--- config.mk ---
export PLATFORM = sky130hd
export DESIGN_NAME = aes_key_exp
export DESIGN_NICKNAME = d
export VERILOG_FILES = /design/src/rtl/aes_pkg.sv /design/src/rtl/aes_key_exp.sv
export SDC_FILE = /design/constraint.sdc
export NUM_CORES = 2
export LEC_CHECK = 0
export BUFFER_PORTS_ARGS = -buffer_cell sky130_fd_sc_hd__buf_4
export CORE_MARGIN = 1.5
export CORE_UTILIZATION = 55
export CTS_CLUSTER_DIAMETER = 50
export DETAILED_ROUTE_END_ITERATION = 12
export MAX_ROUTING_LAYER = met4
export PLACE_DENSITY = 0.72
export SETUP_SLACK_MARGIN = 0.02
export SLEW_MARGIN = 20
export SYNTH_ARGS = -nofsm -noshare
export SYNTH_HDL_FRONTEND = slang
export SYNTH_SLANG_ARGS = --single-unit
--- constraint.sdc ---
create_clock -name clk -period 20.8 [get_ports clk]
set_clock_uncertainty 0.15 [all_clocks]
set_input_delay 2.08 -clock clk [delete_from_list [all_inputs] [get_ports clk]]
set_output_delay 2.08 -clock clk [all_outputs]
set_load 0.1 [all_outputs]
--- src/rtl/aes_pkg.sv ---
// Package for the AES-128 CBC block: S-box tables and byte-level helper functions.
// It has no dependencies; every module in rtl/ imports it.
`default_nettype none
package aes_pkg;

  localparam int RoundCount = 10;
  localparam int RoundW = 4;

  localparam logic [2:0] CfgKeyHigh = 3'd0;
  localparam logic [2:0] CfgKeyLow = 3'd1;
  localparam logic [2:0] CfgIvHigh = 3'd2;
  localparam logic [2:0] CfgIvLow = 3'd3;
  localparam logic [2:0] CfgDirection = 3'd4;

  localparam logic [7:0] Poly = 8'h1b;

  localparam logic [7:0] FwdBox [256] = '{
    8'h63,8'h7C,8'h77,8'h7B,8'hF2,8'h6B,8'h6F,8'hC5,8'h30,8'h01,8'h67,8'h2B,8'hFE,8'hD7,8'hAB,8'h76,
    8'hCA,8'h82,8'hC9,8'h7D,8'hFA,8'h59,8'h47,8'hF0,8'hAD,8'hD4,8'hA2,8'hAF,8'h9C,8'hA4,8'h72,8'hC0,
    8'hB7,8'hFD,8'h93,8'h26,8'h36,8'h3F,8'hF7,8'hCC,8'h34,8'hA5,8'hE5,8'hF1,8'h71,8'hD8,8'h31,8'h15,
    8'h04,8'hC7,8'h23,8'hC3,8'h18,8'h96,8'h05,8'h9A,8'h07,8'h12,8'h80,8'hE2,8'hEB,8'h27,8'hB2,8'h75,
    8'h09,8'h83,8'h2C,8'h1A,8'h1B,8'h6E,8'h5A,8'hA0,8'h52,8'h3B,8'hD6,8'hB3,8'h29,8'hE3,8'h2F,8'h84,
    8'h53,8'hD1,8'h00,8'hED,8'h20,8'hFC,8'hB1,8'h5B,8'h6A,8'hCB,8'hBE,8'h39,8'h4A,8'h4C,8'h58,8'hCF,
    8'hD0,8'hEF,8'hAA,8'hFB,8'h43,8'h4D,8'h33,8'h85,8'h45,8'hF9,8'h02,8'h7F,8'h50,8'h3C,8'h9F,8'hA8,
    8'h51,8'hA3,8'h40,8'h8F,8'h92,8'h9D,8'h38,8'hF5,8'hBC,8'hB6,8'hDA,8'h21,8'h10,8'hFF,8'hF3,8'hD2,
    8'hCD,8'h0C,8'h13,8'hEC,8'h5F,8'h97,8'h44,8'h17,8'hC4,8'hA7,8'h7E,8'h3D,8'h64,8'h5D,8'h19,8'h73,
    8'h60,8'h81,8'h4F,8'hDC,8'h22,8'h2A,8'h90,8'h88,8'h46,8'hEE,8'hB8,8'h14,8'hDE,8'h5E,8'h0B,8'hDB,
    8'hE0,8'h32,8'h3A,8'h0A,8'h49,8'h06,8'h24,8'h5C,8'hC2,8'hD3,8'hAC,8'h62,8'h91,8'h95,8'hE4,8'h79,
    8'hE7,8'hC8,8'h37,8'h6D,8'h8D,8'hD5,8'h4E,8'hA9,8'h6C,8'h56,8'hF4,8'hEA,8'h65,8'h7A,8'hAE,8'h08,
    8'hBA,8'h78,8'h25,8'h2E,8'h1C,8'hA6,8'hB4,8'hC6,8'hE8,8'hDD,8'h74,8'h1F,8'h4B,8'hBD,8'h8B,8'h8A,
    8'h70,8'h3E,8'hB5,8'h66,8'h48,8'h03,8'hF6,8'h0E,8'h61,8'h35,8'h57,8'hB9,8'h86,8'hC1,8'h1D,8'h9E,
    8'hE1,8'hF8,8'h98,8'h11,8'h69,8'hD9,8'h8E,8'h94,8'h9B,8'h1E,8'h87,8'hE9,8'hCE,8'h55,8'h28,8'hDF,
    8'h8C,8'hA1,8'h89,8'h0D,8'hBF,8'hE6,8'h42,8'h68,8'h41,8'h99,8'h2D,8'h0F,8'hB0,8'h54,8'hBB,8'h16
  };

  localparam logic [7:0] BackBox [256] = '{
    8'h52,8'h09,8'h6A,8'hD5,8'h30,8'h36,8'hA5,8'h38,8'hBF,8'h40,8'hA3,8'h9E,8'h81,8'hF3,8'hD7,8'hFB,
    8'h7C,8'hE3,8'h39,8'h82,8'h9B,8'h2F,8'hFF,8'h87,8'h34,8'h8E,8'h43,8'h44,8'hC4,8'hDE,8'hE9,8'hCB,
    8'h54,8'h7B,8'h94,8'h32,8'hA6,8'hC2,8'h23,8'h3D,8'hEE,8'h4C,8'h95,8'h0B,8'h42,8'hFA,8'hC3,8'h4E,
    8'h08,8'h2E,8'hA1,8'h66,8'h28,8'hD9,8'h24,8'hB2,8'h76,8'h5B,8'hA2,8'h49,8'h6D,8'h8B,8'hD1,8'h25,
    8'h72,8'hF8,8'hF6,8'h64,8'h86,8'h68,8'h98,8'h16,8'hD4,8'hA4,8'h5C,8'hCC,8'h5D,8'h65,8'hB6,8'h92,
    8'h6C,8'h70,8'h48,8'h50,8'hFD,8'hED,8'hB9,8'hDA,8'h5E,8'h15,8'h46,8'h57,8'hA7,8'h8D,8'h9D,8'h84,
    8'h90,8'hD8,8'hAB,8'h00,8'h8C,8'hBC,8'hD3,8'h0A,8'hF7,8'hE4,8'h58,8'h05,8'hB8,8'hB3,8'h45,8'h06,
    8'hD0,8'h2C,8'h1E,8'h8F,8'hCA,8'h3F,8'h0F,8'h02,8'hC1,8'hAF,8'hBD,8'h03,8'h01,8'h13,8'h8A,8'h6B,
    8'h3A,8'h91,8'h11,8'h41,8'h4F,8'h67,8'hDC,8'hEA,8'h97,8'hF2,8'hCF,8'hCE,8'hF0,8'hB4,8'hE6,8'h73,
    8'h96,8'hAC,8'h74,8'h22,8'hE7,8'hAD,8'h35,8'h85,8'hE2,8'hF9,8'h37,8'hE8,8'h1C,8'h75,8'hDF,8'h6E,
    8'h47,8'hF1,8'h1A,8'h71,8'h1D,8'h29,8'hC5,8'h89,8'h6F,8'hB7,8'h62,8'h0E,8'hAA,8'h18,8'hBE,8'h1B,
    8'hFC,8'h56,8'h3E,8'h4B,8'hC6,8'hD2,8'h79,8'h20,8'h9A,8'hDB,8'hC0,8'hFE,8'h78,8'hCD,8'h5A,8'hF4,
    8'h1F,8'hDD,8'hA8,8'h33,8'h88,8'h07,8'hC7,8'h31,8'hB1,8'h12,8'h10,8'h59,8'h27,8'h80,8'hEC,8'h5F,
    8'h60,8'h51,8'h7F,8'hA9,8'h19,8'hB5,8'h4A,8'h0D,8'h2D,8'hE5,8'h7A,8'h9F,8'h93,8'hC9,8'h9C,8'hEF,
    8'hA0,8'hE0,8'h3B,8'h4D,8'hAE,8'h2A,8'hF5,8'hB0,8'hC8,8'hEB,8'hBB,8'h3C,8'h83,8'h53,8'h99,8'h61,
    8'h17,8'h2B,8'h04,8'h7E,8'hBA,8'h77,8'hD6,8'h26,8'hE1,8'h69,8'h14,8'h63,8'h55,8'h21,8'h0C,8'h7D
  };

  // Control from the sequencer to the round unit.
  typedef struct packed {
    logic       load;
    logic       decrypt;
    logic       first_round;
    logic       last_round;
  } rnd_ctrl_t;

  function automatic logic [7:0] xtime(input logic [7:0] a);
    xtime = {a[6:0], 1'b0} ^ (a[7] ? Poly : 8'h00);
  endfunction

  function automatic logic [31:0] mix_col(input logic [31:0] c);
    logic [7:0] a0, a1, a2, a3;
    a0 = c[31:24];
    a1 = c[23:16];
    a2 = c[15:8];
    a3 = c[7:0];
    mix_col[31:24] = xtime(a0) ^ xtime(a1) ^ a1 ^ a2 ^ a3;
    mix_col[23:16] = a0 ^ xtime(a1) ^ xtime(a2) ^ a2 ^ a3;
    mix_col[15:8]  = a0 ^ a1 ^ xtime(a2) ^ xtime(a3) ^ a3;
    mix_col[7:0]   = xtime(a0) ^ a0 ^ a1 ^ a2 ^ xtime(a3);
  endfunction

  // Inverse mix as a pre-step (multiply by 4,5 pattern) followed by the forward mix.
  function automatic logic [31:0] inv_mix_col(input logic [31:0] c);
    logic [7:0] u, v;
    logic [31:0] p;
    u = xtime(xtime(c[31:24] ^ c[15:8]));
    v = xtime(xtime(c[23:16] ^ c[7:0]));
    p = {c[31:24] ^ u, c[23:16] ^ v, c[15:8] ^ u, c[7:0] ^ v};
    inv_mix_col = mix_col(p);
  endfunction

endpackage
`default_nettype wire

--- src/rtl/aes_key_exp.sv ---
// Key expansion unit: derives one round key per cycle and stores it in two 11 x 64 memories (high and low halves).
// Depends on aes_pkg for the forward S-box and xtime.
`default_nettype none
module aes_key_exp
  import aes_pkg::*;
(
  input  wire logic                clk,
  input  wire logic                rst_n,
  input  wire logic                start,
  input  wire logic [127:0]        key,
  input  wire logic [RoundW-1:0]   rd_round,
  output logic      [127:0]        rd_key,
  output logic                     busy
);

  logic [63:0]        mem_hi [RoundCount+1];
  logic [63:0]        mem_lo [RoundCount+1];
  logic [127:0]       cur_r;
  logic [7:0]         rcon_r;
  logic [RoundW-1:0]  cnt_r;
  logic               busy_r;
  logic [127:0]       nxt_key;
  logic [31:0]        t;
  logic [31:0]        w0, w1, w2, w3;
  logic               wr_en;
  logic [RoundW-1:0]  wr_idx;
  logic [127:0]       wr_data;

  always_comb begin
    t  = {FwdBox[cur_r[23:16]] ^ rcon_r, FwdBox[cur_r[15:8]],
          FwdBox[cur_r[7:0]], FwdBox[cur_r[31:24]]};
    w0 = cur_r[127:96] ^ t;
    w1 = cur_r[95:64] ^ w0;
    w2 = cur_r[63:32] ^ w1;
    w3 = cur_r[31:0] ^ w2;
    nxt_key = {w0, w1, w2, w3};
    wr_en   = start || busy_r;
    wr_idx  = start ? '0 : cnt_r;
    wr_data = start ? key : nxt_key;
  end

  always_ff @(posedge clk) begin
    if (!rst_n) begin
      busy_r <= 1'b0;
      cnt_r  <= '0;
    end else if (start) begin
      busy_r <= 1'b1;
      cnt_r  <= RoundW'(1);
    end else if (busy_r) begin
      cnt_r <= cnt_r + RoundW'(1);
      if (cnt_r == RoundW'(RoundCount)) begin
        busy_r <= 1'b0;
      end
    end
  end

  always_ff @(posedge clk) begin
    if (start) begin
      cur_r  <= key;
      rcon_r <= 8'h01;
    end else if (busy_r) begin
      cur_r  <= nxt_key;
      rcon_r <= xtime(rcon_r);
    end
    if (wr_en) begin
      mem_hi[wr_idx] <= wr_data[127:64];
      mem_lo[wr_idx] <= wr_data[63:0];
    end
    rd_key <= {mem_hi[rd_round], mem_lo[rd_round]};
  end

  assign busy = busy_r;

`ifndef SYNTHESIS
  a_no_start_busy: assert property (@(posedge clk) disable iff (!rst_n)
    busy_r |-> !start) else $error("key expansion restarted while busy");
  a_cnt_range: assert property (@(posedge clk) disable iff (!rst_n)
    busy_r |-> (cnt_r != '0 && cnt_r <= RoundW'(RoundCount)))
    else $error("key expansion counter out of range");
  a_done: assert property (@(posedge clk) disable iff (!rst_n)
    (busy_r && cnt_r == RoundW'(RoundCount)) |=> !busy_r)
    else $error("key expansion did not finish");
`endif

endmodule
`default_nettype wire

==> qor.log <==
INFO  grt            grt_first_pass_wirelength=342000um
INFO  logic_synthesis netlist-cell-type-count=103
INFO  cts            clockRootBuffer=clkbuf_16
INFO  place          dp_slack=14.83ns
INFO  timing         timing.setup.tns=0ns
INFO  drt            detailroute.via_count=49400
INFO  grt            first_global_vias=47400
INFO  drt            drt-initial-drc-count=7824
INFO  cts            postCtsResizedCells=0
INFO  cts            cts_inserted_buffers=170
INFO  timing         timing_worst_slew_pin_value=1.23ns
INFO  layout         final_cells=7188
INFO  cts            cts-htree-levels=4
INFO  setup_path     path_max_fanout=35
INFO  layout         most_common_library_cell_in_the_layout_ignoring_fill_and_taps=edfxtp_1
INFO  pwr            power.leakage=29.1nW
INFO  logic_synthesis synth_enable_flop_cells=1536
INFO  timing         final_max_slew_viol_count=0
INFO  floorplan      die_width=379um
INFO  grt            grt_overflow_total=0
INFO  layout         fillerInstances=9926
INFO  drt            drt_pass1_iterations=6
INFO  setup_path     worst_setup_path_start_kind=register
INFO  drt            vias_per_cell=6.88
INFO  floorplan      coreArea=140000um^2
INFO  pwr            finalPower=16.0mW
INFO  logic_synthesis postSynth.topFlopCell=edfxtp_1
INFO  timing         setup_viol_count_final=0
INFO  logic_synthesis synth.yosys.seq_area_share=0.631
INFO  timing         share_of_the_clock_period_used_by_the_worst_path=0.286
INFO  job            max_cap_viol_count=0
INFO  setup_path     setup.worst_path.end_class=register
INFO  timing         slew-limit-headroom=0.159
INFO  floorplan      die_height=379um
INFO  place          placement.io_buffers=263
INFO  setup_path     crit_arrival=6.22ns
INFO  place          routabilityCongestion=1.05
INFO  timing         layout_min_cycle_time=5.94ns
INFO  drt            total_wirelength=237000um
INFO  logic_synthesis instance_count_of_the_mapped_netlist=4998
INFO  drt            ant_nets=0
INFO  logic_synthesis number_of_nets_in_the_synthesized_netlist=5195
INFO  logic_synthesis synth.ff_latch_count=1677
INFO  logic_synthesis asyncSetResetFlopFracSynth=0
INFO  pwr            power.density_cell_area=184nW/um^2
INFO  timing         fmaxAchievable=0.168GHz
INFO  grt            maximum_number_of_pins_on_one_net_before_global_route_repair=140
INFO  run_status     status=completed
INFO  timing         finalWorstSetupSlack=14.86ns
INFO  layout         areaGrowthSynthToFinish=12.5%
INFO  layout         post_route_cells_drive_above_1_share=0.262
INFO  worst_hold_path hold_path_class=register to register
INFO  cts            post_cts_hold_buffer_count=0
INFO  floorplan      fp.dieArea=143000um^2
INFO  drt            routed_wire_length_per_instance=33.0um
INFO  logic_synthesis syn-cell-area=77600um^2
INFO  setup_path     reg_to_reg_slack_setup=14.86ns
INFO  place          place.detailed.instances=6856
INFO  grt            grt_use_total=0.343
INFO  cts            cts.clk_slew.worst_paths=0.06ns
INFO  cts            post_cts_setup_buffer_count=0
INFO  drt            post-route-drc-count=0
INFO  floorplan      starting_density=0.555
INFO  setup_path     critPathRequiredTime=21.08ns
INFO  cts            tritoncts_num_sinks=1677
INFO  timing         hold_viol=0
INFO  cts            worstSkewPairLatency=0.80ns
INFO  grt            antenna_found_initial=18
INFO  cts            cts_tree=yes
INFO  place          post-dp-hpwl=148000um
INFO  floorplan      row_count=137
INFO  layout         final_net_count=5349
INFO  floorplan      top_level_ports=264
INFO  layout         final_cell_mix=1536 x edfxtp_1, 422 x mux4_2, 398 x buf_4
INFO  timing         setup_repair_after_global_routing_missed_its_margin=no
INFO  setup_path     timing.setup.critical_path_class=register to register
INFO  logic_synthesis syn-mean-instance-area=15.5um^2
INFO  cts            clock_path_buffers=3
INFO  pwr            power.ir.vdd_worst=0.131mV
INFO  logic_synthesis ys_warn_count=0
[metrics by stage]
stage | hold slack (ns) | cell area [um^2] | util
floorplan | 0.336 | 77600 | -
detailed placement | 0.357 | 81200 | 0.582
global route | 0.392 | 87200 | 0.624
CTS | 0.372 | 87200 | 0.624
global placement | 0.355 | 81200 | 0.581
finish | 0.375 | 87200 | 0.624
[registers in the layout, indices dropped and copies added, names as in the netlist]
register  cells
busy          1
rd_key      128
cnt_r         4
mem_hi      704
cur_r       128
mem_lo      704
rcon_r        8
[path summary, 6_finish.rpt]
path         depth (start not counted)            from     endpoint
max                                 12        cur_r[1]    cur_r[10]
min reg2reg                          1  mem_hi[10][42]  rd_key[106]
min                                  1  mem_hi[10][42]  rd_key[106]
max reg2reg                         12        cur_r[1]    cur_r[10]
[synth_stat cells (62+ instances only)]
master	count	area share
edfxtp_1	1536	0.59
mux4_2	422	0.12
nand2_1	260	0.013
o21ai_0	246	0.016
clkbuf_1	212	0.010
mux2_2	183	0.027
nor2_1	165	0.0080
a21oi_1	152	0.0098
dfxtp_1	141	0.036
buf_2	125	0.0081
xnor2_1	104	0.012
nor3_1	92	0.0059
nand2b_1	89	0.0072
nor2b_1	89	0.0072
nand3_1	71	0.0046
buf_1	65	0.0031
ha_1	62	0.010
[cell families after synthesis]
logic type | share of synthesized area
compound gates | 0.0878
simple gates | 0.0641
buf+inv | 0.0266
mux | 0.155
flops | 0.631
xor+xnor | 0.0254
fa+ha+maj | 0.0100
[critical path, cell delays in order (launching register included)]
cell       delay (ns)
edfxtp_1         0.32
buf_4            0.41
inv_1            0.36
ha_1             0.81
nor2b_1          0.52
o21ai_0          0.31
a311o_1          0.41
nand4_1          0.09
o21ai_0          0.12
a311oi_2         0.68
mux2i_1          0.26
o211a_1          0.25
a2bb2oi_1        0.88
[metal layers]
layer  up-vias  track usage  part of all wire
li1      20400            -                 -
met1     25400        0.480              0.40
met2      3245        0.499              0.45
met3       441       0.0825              0.12
met4         0        0.106             0.033
met5         -            -                 0
[layout make-up]
type | count | area, um^2 | area share
well taps | 1876 | 2350 | 0.0269
inverters | 42 | 159 | 0.00182
clock inverters | 96 | 1190 | 0.0137
flip-flops and latches | 1677 | 48900 | 0.561
repair buffers | 408 | 3150 | 0.0361
diodes | 12 | 30.0 | 0.000344
multi-input cells | 2853 | 26700 | 0.306
clock buffers | 224 | 4750 | 0.0545
[where the power goes]
part	internal, mW	switching [mW]	leakage, nW
combinational	2.27	5.23	10.8
sequential	5.16	0.190	15.3
clock	1.85	1.32	2.91
Note: power is estimated with default switching activity, not from simulation.
